### config.mk
export PLATFORM = sky130hd
export DESIGN_NAME = lru_key_value_cache_core
export DESIGN_NICKNAME = d
export VERILOG_FILES = /design/src/sv/lkvc_pkg.sv /design/src/sv/lru_key_value_cache_core.sv /design/src/sv/lkvc_cell.sv
export SDC_FILE = /design/constraint.sdc
export NUM_CORES = 1
export LEC_CHECK = 0
export BUFFER_PORTS_ARGS = -buffer_cell sky130_fd_sc_hd__buf_2
export CAP_MARGIN = 20
export CORE_ASPECT_RATIO = 1.75
export CORE_MARGIN = 2
export CORE_UTILIZATION = 30
export DETAILED_ROUTE_END_ITERATION = 8
export PLACE_DENSITY = 0.44
export SLEW_MARGIN = 10
export SYNTH_ARGS = -nofsm -noshare
export SYNTH_HDL_FRONTEND = slang
export SYNTH_SLANG_ARGS = --single-unit
### constraint.sdc
create_clock -name i_clk -period 9 [get_ports i_clk]
set_clock_uncertainty 0.05 [all_clocks]
set_input_delay 1.8 -clock i_clk [delete_from_list [all_inputs] [get_ports i_clk]]
set_output_delay 1.8 -clock i_clk [all_outputs]
set_load 0.05 [all_outputs]
### src/sv/lkvc_pkg.sv
// Shared types and constants for the LRU key/value cache.
// Used by the cell row, the top level and the testbench.
package lkvc_pkg;

    localparam int MAX_ENTRIES_DEF = 16;
    localparam int CFG_W           = 5;

    localparam logic [CFG_W-1:0] CAPACITY_RESET = 5'd16;
    localparam logic [31:0]      MISS_VALUE     = 32'hFFFF_FFFF;

    localparam logic KIND_GET = 1'b0;
    localparam logic KIND_PUT = 1'b1;

    typedef struct packed {
        logic               valid;
        logic signed [31:0] key;
        logic signed [31:0] value;
    } t_entry;

endpackage

### src/sv/lru_key_value_cache_core.sv
// Top level of the LRU key/value cache: request handling, replacement
// decision and the row of lkvc_cell storage cells.
// Depends on lkvc_pkg and lkvc_cell.

// Fully associative key/value store with least-recently-used replacement.
// Each input beat is a get or a put and yields exactly one output beat.
// Entries live in a row of MAX_ENTRIES cells kept in recency order: cell 0
// holds the most recent entry and valid entries always form a prefix of the
// row. A hit, an insert or an eviction at row position p shifts cells 0..p-1
// one place down the row and loads the touched entry into cell 0; the
// least recent entry is therefore always the last valid cell. A put of a
// new key evicts that entry once the entry count has reached the capacity
// register (0 acts as 1, values above MAX_ENTRIES saturate); lowering the
// capacity drops nothing at once. Each item is first accepted and its
// request registered; then every cell compares its key in parallel, the
// shift is applied and the result is loaded into the output register.
// A new beat is accepted once the result has moved into the
// output register, so a stalled consumer holds the block only while a
// second result is ready to leave. The capacity register is written
// through its own channel, which is always ready; write it only while idle.
module lru_key_value_cache_core
    import lkvc_pkg::*;
#(
    parameter int MAX_ENTRIES = MAX_ENTRIES_DEF
) (
    input  logic               i_clk,
    input  logic               i_rst_n,
    // configuration write channel
    input  logic               i_cfg_valid,
    output logic               o_cfg_ready,
    input  logic [CFG_W-1:0]   i_cfg_data,
    // request channel
    input  logic               i_in_valid,
    output logic               o_in_ready,
    input  logic               i_kind,
    input  logic signed [31:0] i_key,
    input  logic signed [31:0] i_value,
    // result channel
    output logic               o_out_valid,
    input  logic               i_out_ready,
    output logic               o_hit,
    output logic signed [31:0] o_read_value,
    output logic               o_evicted,
    output logic signed [31:0] o_evicted_key
);

    localparam int IDX_W = (MAX_ENTRIES > 1) ? $clog2(MAX_ENTRIES) : 1;
    localparam int CNT_W = $clog2(MAX_ENTRIES + 1);
    localparam int CMP_W = (CNT_W > CFG_W) ? CNT_W : CFG_W;

    typedef enum logic [1:0] {
        ST_IDLE = 2'b01,
        ST_EXEC = 2'b10
    } t_state;

    t_state r_state;
    t_state n_state;

    // registered request
    logic               r_kind;
    logic signed [31:0] r_key;
    logic signed [31:0] r_value;

    logic [CFG_W-1:0]   r_capacity;
    logic [CNT_W-1:0]   r_count;
    logic [CNT_W-1:0]   n_count;

    // output register
    logic               r_out_valid;
    logic               r_hit;
    logic signed [31:0] r_read_value;
    logic               r_evicted;
    logic signed [31:0] r_evicted_key;

    // cell row
    t_entry                 w_ent [MAX_ENTRIES];
    logic [MAX_ENTRIES-1:0] w_match;
    logic [MAX_ENTRIES-1:0] w_tail;
    logic [MAX_ENTRIES-1:0] w_take;
    t_entry                 w_front;

    logic               w_in_beat;
    logic               w_exec;
    logic               w_any_hit;
    logic [IDX_W-1:0]   w_hit_pos;
    logic signed [31:0] w_hit_val;
    logic signed [31:0] w_tail_key;
    logic [CMP_W-1:0]   w_cap_eff;
    logic               w_room;
    logic [CNT_W-1:0]   w_cnt_m1;
    logic               w_upd;
    logic [IDX_W-1:0]   w_pos;
    logic               w_inc;
    logic               w_res_hit;
    logic signed [31:0] w_res_rd;
    logic               w_res_ev;
    logic signed [31:0] w_res_evk;

    assign o_cfg_ready = 1'b1;
    assign o_in_ready  = (r_state == ST_IDLE);
    assign w_in_beat   = i_in_valid && o_in_ready;
    // finish the item only when the output register is free or draining
    assign w_exec      = (r_state == ST_EXEC) && (!r_out_valid || i_out_ready);

    // ---------------------------------------------------------------
    // Cell row: cell 0 loads the touched entry, cell g>0 takes cell g-1.
    // ---------------------------------------------------------------
    for (genvar g = 0; g < MAX_ENTRIES; g++) begin : g_cell
        t_entry w_src;

        if (g == 0) begin : g_head
            assign w_src = w_front;
        end else begin : g_body
            assign w_src = w_ent[g-1];
        end

        // last valid cell holds the least recent entry
        if (g == MAX_ENTRIES - 1) begin : g_last
            assign w_tail[g] = w_ent[g].valid;
        end else begin : g_mid
            assign w_tail[g] = w_ent[g].valid && !w_ent[g+1].valid;
        end

        assign w_take[g] = w_upd && (IDX_W'(g) <= w_pos);

        lkvc_cell u_cell (
            .i_clk     (i_clk),
            .i_rst_n   (i_rst_n),
            .i_take    (w_take[g]),
            .i_src     (w_src),
            .i_req_key (r_key),
            .o_ent     (w_ent[g]),
            .o_match   (w_match[g])
        );
    end

    // Keys are unique among valid cells, so at most one match: OR-combine.
    always_comb begin
        w_hit_pos  = '0;
        w_hit_val  = '0;
        w_tail_key = '0;
        for (int i = 0; i < MAX_ENTRIES; i++) begin
            if (w_match[i]) begin
                w_hit_pos = w_hit_pos | IDX_W'(i);
                w_hit_val = w_hit_val | w_ent[i].value;
            end
            if (w_tail[i]) begin
                w_tail_key = w_tail_key | w_ent[i].key;
            end
        end
    end

    assign w_any_hit = |w_match;

    // Clamp capacity into 1..MAX_ENTRIES.
    always_comb begin
        priority if (r_capacity == '0) begin
            w_cap_eff = CMP_W'(1);
        end else if (CMP_W'(r_capacity) > CMP_W'(MAX_ENTRIES)) begin
            w_cap_eff = CMP_W'(MAX_ENTRIES);
        end else begin
            w_cap_eff = CMP_W'(r_capacity);
        end
    end

    assign w_room   = CMP_W'(r_count) < w_cap_eff;
    assign w_cnt_m1 = r_count - CNT_W'(1);

    // Replacement decision: pick the row position to promote from.
    always_comb begin
        w_upd     = 1'b0;
        w_pos     = w_hit_pos;
        w_inc     = 1'b0;
        w_res_hit = w_any_hit;
        w_res_rd  = MISS_VALUE;
        w_res_ev  = 1'b0;
        w_res_evk = '0;
        w_front   = '{valid: 1'b1, key: r_key, value: w_hit_val};
        if (r_kind == KIND_PUT) begin
            w_res_rd      = r_value;
            w_front.value = r_value;
            priority if (w_any_hit) begin
                w_upd = 1'b1;
            end else if (w_room) begin
                // insert at the first free cell, everything ahead moves back
                w_upd = 1'b1;
                w_pos = r_count[IDX_W-1:0];
                w_inc = 1'b1;
            end else begin
                // evict the least recent entry at the end of the valid prefix
                w_upd     = 1'b1;
                w_pos     = w_cnt_m1[IDX_W-1:0];
                w_res_ev  = 1'b1;
                w_res_evk = w_tail_key;
            end
        end else if (w_any_hit) begin
            w_upd    = 1'b1;
            w_res_rd = w_hit_val;
        end
        w_upd = w_upd && w_exec;
    end

    assign n_count = (w_exec && w_inc) ? r_count + CNT_W'(1) : r_count;

    always_comb begin
        n_state = r_state;
        unique case (r_state)
            ST_IDLE: if (w_in_beat) n_state = ST_EXEC;
            ST_EXEC: if (w_exec)    n_state = ST_IDLE;
            default: n_state = ST_IDLE;
        endcase
    end

    // Control state.
    always_ff @(posedge i_clk) begin
        if (!i_rst_n) begin
            r_state     <= ST_IDLE;
            r_count     <= '0;
            r_capacity  <= CAPACITY_RESET;
            r_out_valid <= 1'b0;
        end else begin
            r_state <= n_state;
            r_count <= n_count;
            if (i_cfg_valid) begin
                r_capacity <= i_cfg_data;
            end
            if (w_exec) begin
                r_out_valid <= 1'b1;
            end else if (i_out_ready) begin
                r_out_valid <= 1'b0;
            end
        end
    end

    // Payload: hold the request beat, load results when the item finishes.
    always_ff @(posedge i_clk) begin
        if (w_in_beat) begin
            r_kind  <= i_kind;
            r_key   <= i_key;
            r_value <= i_value;
        end
        if (w_exec) begin
            r_hit         <= w_res_hit;
            r_read_value  <= w_res_rd;
            r_evicted     <= w_res_ev;
            r_evicted_key <= w_res_evk;
        end
    end

    assign o_out_valid   = r_out_valid;
    assign o_hit         = r_hit;
    assign o_read_value  = r_read_value;
    assign o_evicted     = r_evicted;
    assign o_evicted_key = r_evicted_key;

endmodule

### src/sv/lkvc_cell.sv
// One storage cell of the recency-ordered row: holds an entry, compares
// its key against the request and takes its neighbor's entry on a shift.
// Depends on lkvc_pkg.
module lkvc_cell
    import lkvc_pkg::*;
(
    input  logic               i_clk,
    input  logic               i_rst_n,
    input  logic               i_take,
    input  t_entry             i_src,
    input  logic signed [31:0] i_req_key,
    output t_entry             o_ent,
    output logic               o_match
);

    logic               r_valid;
    logic               n_valid;
    logic signed [31:0] r_key;
    logic signed [31:0] n_key;
    logic signed [31:0] r_value;
    logic signed [31:0] n_value;

    always_comb begin
        n_valid = i_take ? i_src.valid : r_valid;
        n_key   = i_take ? i_src.key   : r_key;
        n_value = i_take ? i_src.value : r_value;
    end

    always_ff @(posedge i_clk) begin
        if (!i_rst_n) begin
            r_valid <= 1'b0;
        end else begin
            r_valid <= n_valid;
        end
    end

    always_ff @(posedge i_clk) begin
        r_key   <= n_key;
        r_value <= n_value;
    end

    assign o_ent   = '{valid: r_valid, key: r_key, value: r_value};
    assign o_match = r_valid && (r_key == i_req_key);

endmodule

# Yosys cells after proc, flatten, opt, wreduce, memory -nomap -nowiden
# Index checks and enable logic that the tools add are counted.
[totals]
register_bits = 1184
latch_bits = 0
ram_bits = 0
mem_bits_ro = 0
in_bits = 75
output_inout_bits = 69
wordCells = 270
mem_count = 0
[classes]
addsub = 2
n_mul = 0
n_div = 0
order_cmp = 18
eq_ne = 20
n_shift = 0
muxes = 66
n_bitwise = 31
reduce_logical = 74
[op_table]
columns = ["cell", "n"]
rows = [
  ["32-bit 2-to-1 mux", 35],
  ["32-bit OR", 30],
  ["32-bit equality test", 16],
  ["1-bit logical AND", 51],
  ["4-bit 2-to-1 mux", 11],
  ["4-bit less-or-equal comparator (first input constant)", 8],
  ["18-bit OR reduction", 1],
  ["17-bit OR reduction", 1],
  ["3-bit by 4-bit less-or-equal comparator with 1-bit output (first input constant)", 4],
  ["1-bit zero test", 16],
  ["16-bit OR reduction", 1],
  ["3-bit 2-to-1 mux", 4],
  ["5-bit 2-to-1 mux", 2],
  ["1-bit 2-to-1 mux", 9],
  ["1-bit by 4-bit less-or-equal comparator with 1-bit output (first input constant)", 2],
  ["2-bit by 4-bit less-or-equal comparator with 1-bit output (first input constant)", 2],
  ["2-bit 2-to-1 mux", 4],
  ["5-bit by 1-bit adder with 5-bit output (second input constant)", 1],
  ["5-bit > comparator (second input constant)", 1],
  ["5-bit zero test", 1],
  ["5-bit less-than comparator", 1],
  ["2-bit case mux with 2 select lines", 1],
  ["4-bit by 1-bit subtractor with 4-bit output (second input constant)", 1],
  ["2-bit by 1-bit equality test with 1-bit output (second input constant)", 1],
  ["7 further kinds", 7],
]

# Longest topological paths before layout
[logic_depth]
depth_word = 35
ltp_mapped = 16
depth_no_buf = 13

# By module
# From an unflattened synthesis, not the netlist that was laid out.
[hier_totals]
cells_unflattened = 2899
hier_area_um2 = 48388.9
[modules_own_cells]
columns = ["mod", "instances", "cells_each", "area_per_inst_um2", "seq_area_each_um2"]
rows = [
  ["lkvc_cell", 16, 112, 2321.0, 1941.9],
  ["lru_key_value_cache_core", 1, 1107, 11253.3, 4194.0],
]

# Worst setup path before layout
# Ideal clock, no wire load.
[synth_timing]
kind = "input -> register"
start = "input i_out_ready"
end = "register g_cell[13].u_cell.r_key[0] (enable)"
setup_time_ns = 0.565
arrival_ns = 8.583
required_ns = 8.385
path_slack_ns = -0.198
cell_stages = 8
n_path_buf = 2
path_cell_list = "nand2b_1 > nand2b_1 > inv_1 > o21ai_2 > or2_1 > buf_6 > buf_6 > nor3_1"
[synth_between]
elab_chain_cells = 4
[synth_lines]
columns = ["element", "line_no", "text"]
rows = [
  ["from (decl)", "lru_key_value_cache_core.sv:40", "input logic i_out_ready,"],
  ["1-bit logical OR", "lru_key_value_cache_core.sv:103", "assign w_exec = (r_state == ST_EXEC) && (!r_out_valid || i_out_ready);"],
  ["1-bit logical AND", "lru_key_value_cache_core.sv:103", ""],
  ["net w_exec", "lru_key_value_cache_core.sv:83", "logic w_exec;"],
  ["1-bit logical AND", "lru_key_value_cache_core.sv:200", "w_upd = w_upd && w_exec;"],
  ["1-bit logical AND", "lru_key_value_cache_core.sv:124", "assign w_take[g] = w_upd && (IDX_W'(g) <= w_pos);"],
  ["net g_cell[13].u_cell.i_take", "lkvc_cell.sv:9", "input logic i_take,"],
  ["to (signal assigned)", "lkvc_cell.sv:38", "r_key <= n_key;"],
  ["to (decl)", "lkvc_cell.sv:18", "logic signed [31:0] r_key;"],
]
# The timed path passes the listed nets, and every way through them passes these cells.
# A chain may end at the register's enable or synchronous reset.

# Final worst setup path
[layout_timing]
start = "register r_key[23]"
end = "register g_cell[9].u_cell.r_key[13] (enable)"
[layout_between]
word_cells_on_any_way = 55
cone_classes = "order compare (1); eq/ne (16); mux (19); reduce/logical (19)"
[layout_rtl]
columns = ["element", "line_no", "text"]
rows = [
  ["from (decl)", "lru_key_value_cache_core.sv:61", "logic signed [31:0] r_key;"],
  ["from (signal assigned)", "lru_key_value_cache_core.sv:239", "r_key <= i_key;"],
  ["32-bit equality test", "lkvc_cell.sv:43", "assign o_match = r_valid && (r_key == i_req_key);"],
  ["1-bit logical AND", "lkvc_cell.sv:43", ""],
  ["16-bit OR reduction *", "lru_key_value_cache_core.sv:153", "assign w_any_hit = |w_match;"],
  ["net w_any_hit", "lru_key_value_cache_core.sv:84", "logic w_any_hit;"],
  ["4-bit 2-to-1 mux / 1-bit 2-to-1 mux (equally long branches)", "lru_key_value_cache_core.sv:182, lru_key_value_cache_core.sv:196", ""],
  ["4-bit 2-to-1 mux / 1-bit 2-to-1 mux (equally long branches)", "lru_key_value_cache_core.sv:179", "if (r_kind == KIND_PUT) begin"],
  ["4-bit less-or-equal comparator / 1-bit logical AND (equally long branches)", "lru_key_value_cache_core.sv:124, lru_key_value_cache_core.sv:200", ""],
  ["1-bit logical AND *", "lru_key_value_cache_core.sv:124", ""],
  ["net g_cell[9].u_cell.i_take", "lkvc_cell.sv:9", ""],
  ["to (signal assigned)", "lkvc_cell.sv:38", ""],
  ["to (decl)", "lkvc_cell.sv:18", ""],
]
# Mark *: on every way through the listed nets, which the timed path passes. The rest lies on a longest branch.

==> flow_metrics.env <==
export IMPL_leakage_nw=18.1
export IMPL_syn_num_nets=3128
export IMPL_cp_slowest_stage_delay_ns=1.09
export IMPL_clk_pin_slew_ns=0.07
export IMPL_yosysTopAreaCellShare=0.708
export IMPL_dp_hpwl_um=155000
export IMPL_cp_start_kind="flip-flop"
export IMPL_hp_class="flip-flop to flip-flop"
export IMPL_rsz0062_at_grt="no"
export IMPL_wl_met1_um=82200
export IMPL_drive_above_1_share=0.159
export IMPL_crit_type="flip-flop to flip-flop"
export IMPL_place_gp_congestion=1.01
export IMPL_end_kind="flip-flop"
export IMPL_final_cell_mix="1155 x edfxtp_1, 464 x xor2_1, 280 x a22oi_1"
export IMPL_firstDrtPassIters=5
export IMPL_yosysTopAreaCell="edfxtp_1"
export IMPL_final_area_um2=56400
export IMPL_ir_drop_uv=159
export IMPL_required_ns=9.34
export IMPL_clk_latency_ns=0.79
export IMPL_cts_root_buffer="clkbuf_16"
export IMPL_die_w_um=309
export IMPL_grt_max_degree=65
export IMPL_die_area_um2=167000
export IMPL_wl_per_cell_um=42.8
export IMPL_cp_top_family="simple AND/OR/NAND/NOR gates"
export IMPL_syn_area_um2=49000
export IMPL_wl_um=236000
export IMPL_cts_path_max_buffers=3
export IMPL_yosys_cell_types_count=62
export IMPL_holdWs_ns=0.367
export IMPL_async_reset_ff_frac=0
export IMPL_avgSynthCellArea_um2=16.1
export IMPL_dr_wl_met3_um=15200
export IMPL_cts_resized=0
export IMPL_ys_top_cells_by_area="edfxtp_1 71%, xor2_1 8.3%, a22oi_1 4.3%, a221oi_1 2.1%, a22o_1 2.1%"
export IMPL_coreArea_um2=163000
export IMPL_maxUsedRoutingLayer="met5"
export IMPL_setup_viol=0
export IMPL_critPathArrivalTime_ns=6.95
export IMPL_placed_area_um2=52600
export IMPL_multi_input_area_um2=12800
export IMPL_drt_first_iter_violations=3950
export IMPL_syn2layout_area_growth_pct=15.2
export IMPL_finalHoldViolCount=0
export IMPL_status="completed"
export IMPL_final_common_cell="edfxtp_1"
export IMPL_yosysSeqAreaShare=0.720
export IMPL_yosysWarnings=0
export IMPL_cap_violations=0
export IMPL_synth_cells=3047
export IMPL_antenna_found_initial=11
export IMPL_slew_violations=0
export IMPL_numPortBuffers=142
export IMPL_fin_crit_sh=0.734
export IMPL_fin_util=0.347
export IMPL_synth_seq_cells=1184
export IMPL_grt_pass1_wl_um=310000
export IMPL_seq_area_um2=35300
export IMPL_max_slew_margin=0.177
export IMPL_period_minus_slack_ns=6.61
export IMPL_crit_top_cell="buf_4"
export IMPL_cts_inserted_buffers=116
export IMPL_worst_slew_pin_slew_ns=1.23
export IMPL_nets=3306
export IMPL_hold_buffers=0
export IMPL_htree_num_levels=3
export IMPL_max_freq_ghz=0.151
export IMPL_post_cts_buffers=0
export IMPL_rows=196
export IMPL_cts_tree="built"
export IMPL_synth_edf_count=1155
export IMPL_grt_usage=0.280
export IMPL_drc=0
export IMPL_fill_cells=15600
export IMPL_cts_sink_count=1184
export IMPL_wl_met2_um=117000
export IMPL_io_pins=144
export IMPL_place_ws_ns=2.52
export IMPL_grt_overflow=0
export IMPL_synthFlopType="edfxtp_1"
export IMPL_power_density_nw_per_um2=205
export IMPL_ant_nets=0
export IMPL_critPathSlowestCell="edfxtp_1"
export IMPL_vias=31600
export IMPL_first_global_vias=31500
export IMPL_critPathBufInv=3
export IMPL_crit_chain="xor2_1 > nor4_1 > nand4_1 > nor3_4 > buf_4 > nor4_2 > nand4_1 > o21ai_2 > buf_4 > or2_1 > nor2_4 > buf_4"
export IMPL_setup_slack_ns=2.39
export IMPL_initial_core_util=0.301
export IMPL_crit_fanout=34
export IMPL_fp_dieH_um=538
export IMPL_via_per_inst=5.73
## worst register-to-register path: cells and delay by family, from the launching register on
kind | cells | cell delay, ns
AO/OA/AOI/OAI | 1 | 0.07
buffers and inverters | 3 | 1.50
flip-flops | 1 | 1.09
XOR/XNOR | 1 | 0.41
AND/OR/NAND/NOR | 7 | 3.05
## stage by stage
step | std cells | setup TNS, ns | total power (W)
finish | 5508 | 0 | 0.0116
global route | 5504 | 0 | 0.0118
CTS | 5496 | 0 | 0.0116
detailed placement | 5278 | 0 | 0.00667
global placement | 5268 | 0 | 0.00667
floorplan | 3047 | -43.01 | 0.00640
## per-layer routing
layer | global-route usage | up-vias
li1 | - | 12500
met1 | 0.316 | 16600
met2 | 0.475 | 1955
met3 | 0.0438 | 545
met4 | 0.207 | 4
met5 | 0 | -
## state kept, by name (all words and copies together) (netlist names)
name                   cells
o_read_value              32
g_cell.u_cell.r_key      512
o_hit                      1
r_state                    2
o_evicted                  1
r_count                    5
r_value                   32
g_cell.u_cell.r_valid     16
r_kind                     1
o_evicted_key             32
o_out_valid                1
g_cell.u_cell.r_value    512
r_key                     32
r_capacity                 5
## path summary, 6_finish.rpt
kind | from | endpoint | slack (ns) | cells past startpoint
worst min-delay path | g_cell[4].u_cell.r_value[17] | g_cell[5].u_cell.r_value[17] | 0.37 | 0
worst max register to register | r_key[23] | g_cell[9].u_cell.r_key[13] | 2.39 | 12
worst max-delay path | r_key[23] | g_cell[9].u_cell.r_key[13] | 2.39 | 12
worst min register to register | g_cell[4].u_cell.r_value[17] | g_cell[5].u_cell.r_value[17] | 0.37 | 0
## where the power goes
| group | switching [W] | leakage (nW) | internal (W) |
|---|---|---|---|
| clock network | 0.00235 | 1.80 | 0.00264 |
| logic | 0.000390 | 5.61 | 0.000116 |
| registers | 0.0000524 | 10.7 | 0.00601 |
| total | 0.00279 | 18.1 | 0.00877 |
## kinds of logic (layout without fill, tap and decap cells)
logic type / count (synthesis) / count (layout) / synth area share
AND/OR/NAND/NOR: 482 / 482 / 0.0585
buffers and inverters: 232 / 510 / 0.0266
XOR/XNOR: 513 / 513 / 0.0918
flip-flops: 1184 / 1184 / 0.720
adder cells (fa/ha/maj): 6 / 6 / 0.00153
other: 1 / 6 / 0.0000766
multiplexers: 17 / 17 / 0.00358
AO/OA/AOI/OAI: 612 / 612 / 0.0976
## synth_stat cells, types with 16 or more instances
| library cell | count |
|---|---|
| edfxtp_1 | 1155 |
| xor2_1 | 466 |
| a22oi_1 | 280 |
| a221oi_1 | 116 |
| a22o_1 | 116 |
| nor4_1 | 103 |
| clkbuf_1 | 92 |
| nand4_1 | 78 |
| nand3_1 | 60 |
| nor3_1 | 52 |
| xnor2_1 | 47 |
| a21oi_1 | 44 |
| nor2_1 | 44 |
| inv_1 | 42 |
| buf_6 | 41 |
| or2_2 | 32 |
| buf_4 | 29 |
| dfxtp_1 | 29 |
| a31oi_1 | 27 |
| and3_1 | 27 |
| nand2_1 | 26 |
| buf_1 | 16 |
| nor2b_1 | 16 |
## layout make-up
| type | instances | area share |
|---|---|---|
| Clock buffer | 135 | 0.0528 |
| Timing Repair Buffer | 249 | 0.0302 |
| Clock inverter | 83 | 0.0132 |
| Tap cell | 2178 | 0.0483 |
| Antenna cell | 5 | 0.000222 |
| Inverter | 43 | 0.00300 |
| Multi-Input combinational cell | 1631 | 0.227 |
| Sequential cell | 1184 | 0.625 |
No activity file was read; power rests on OpenSTA's default activity.
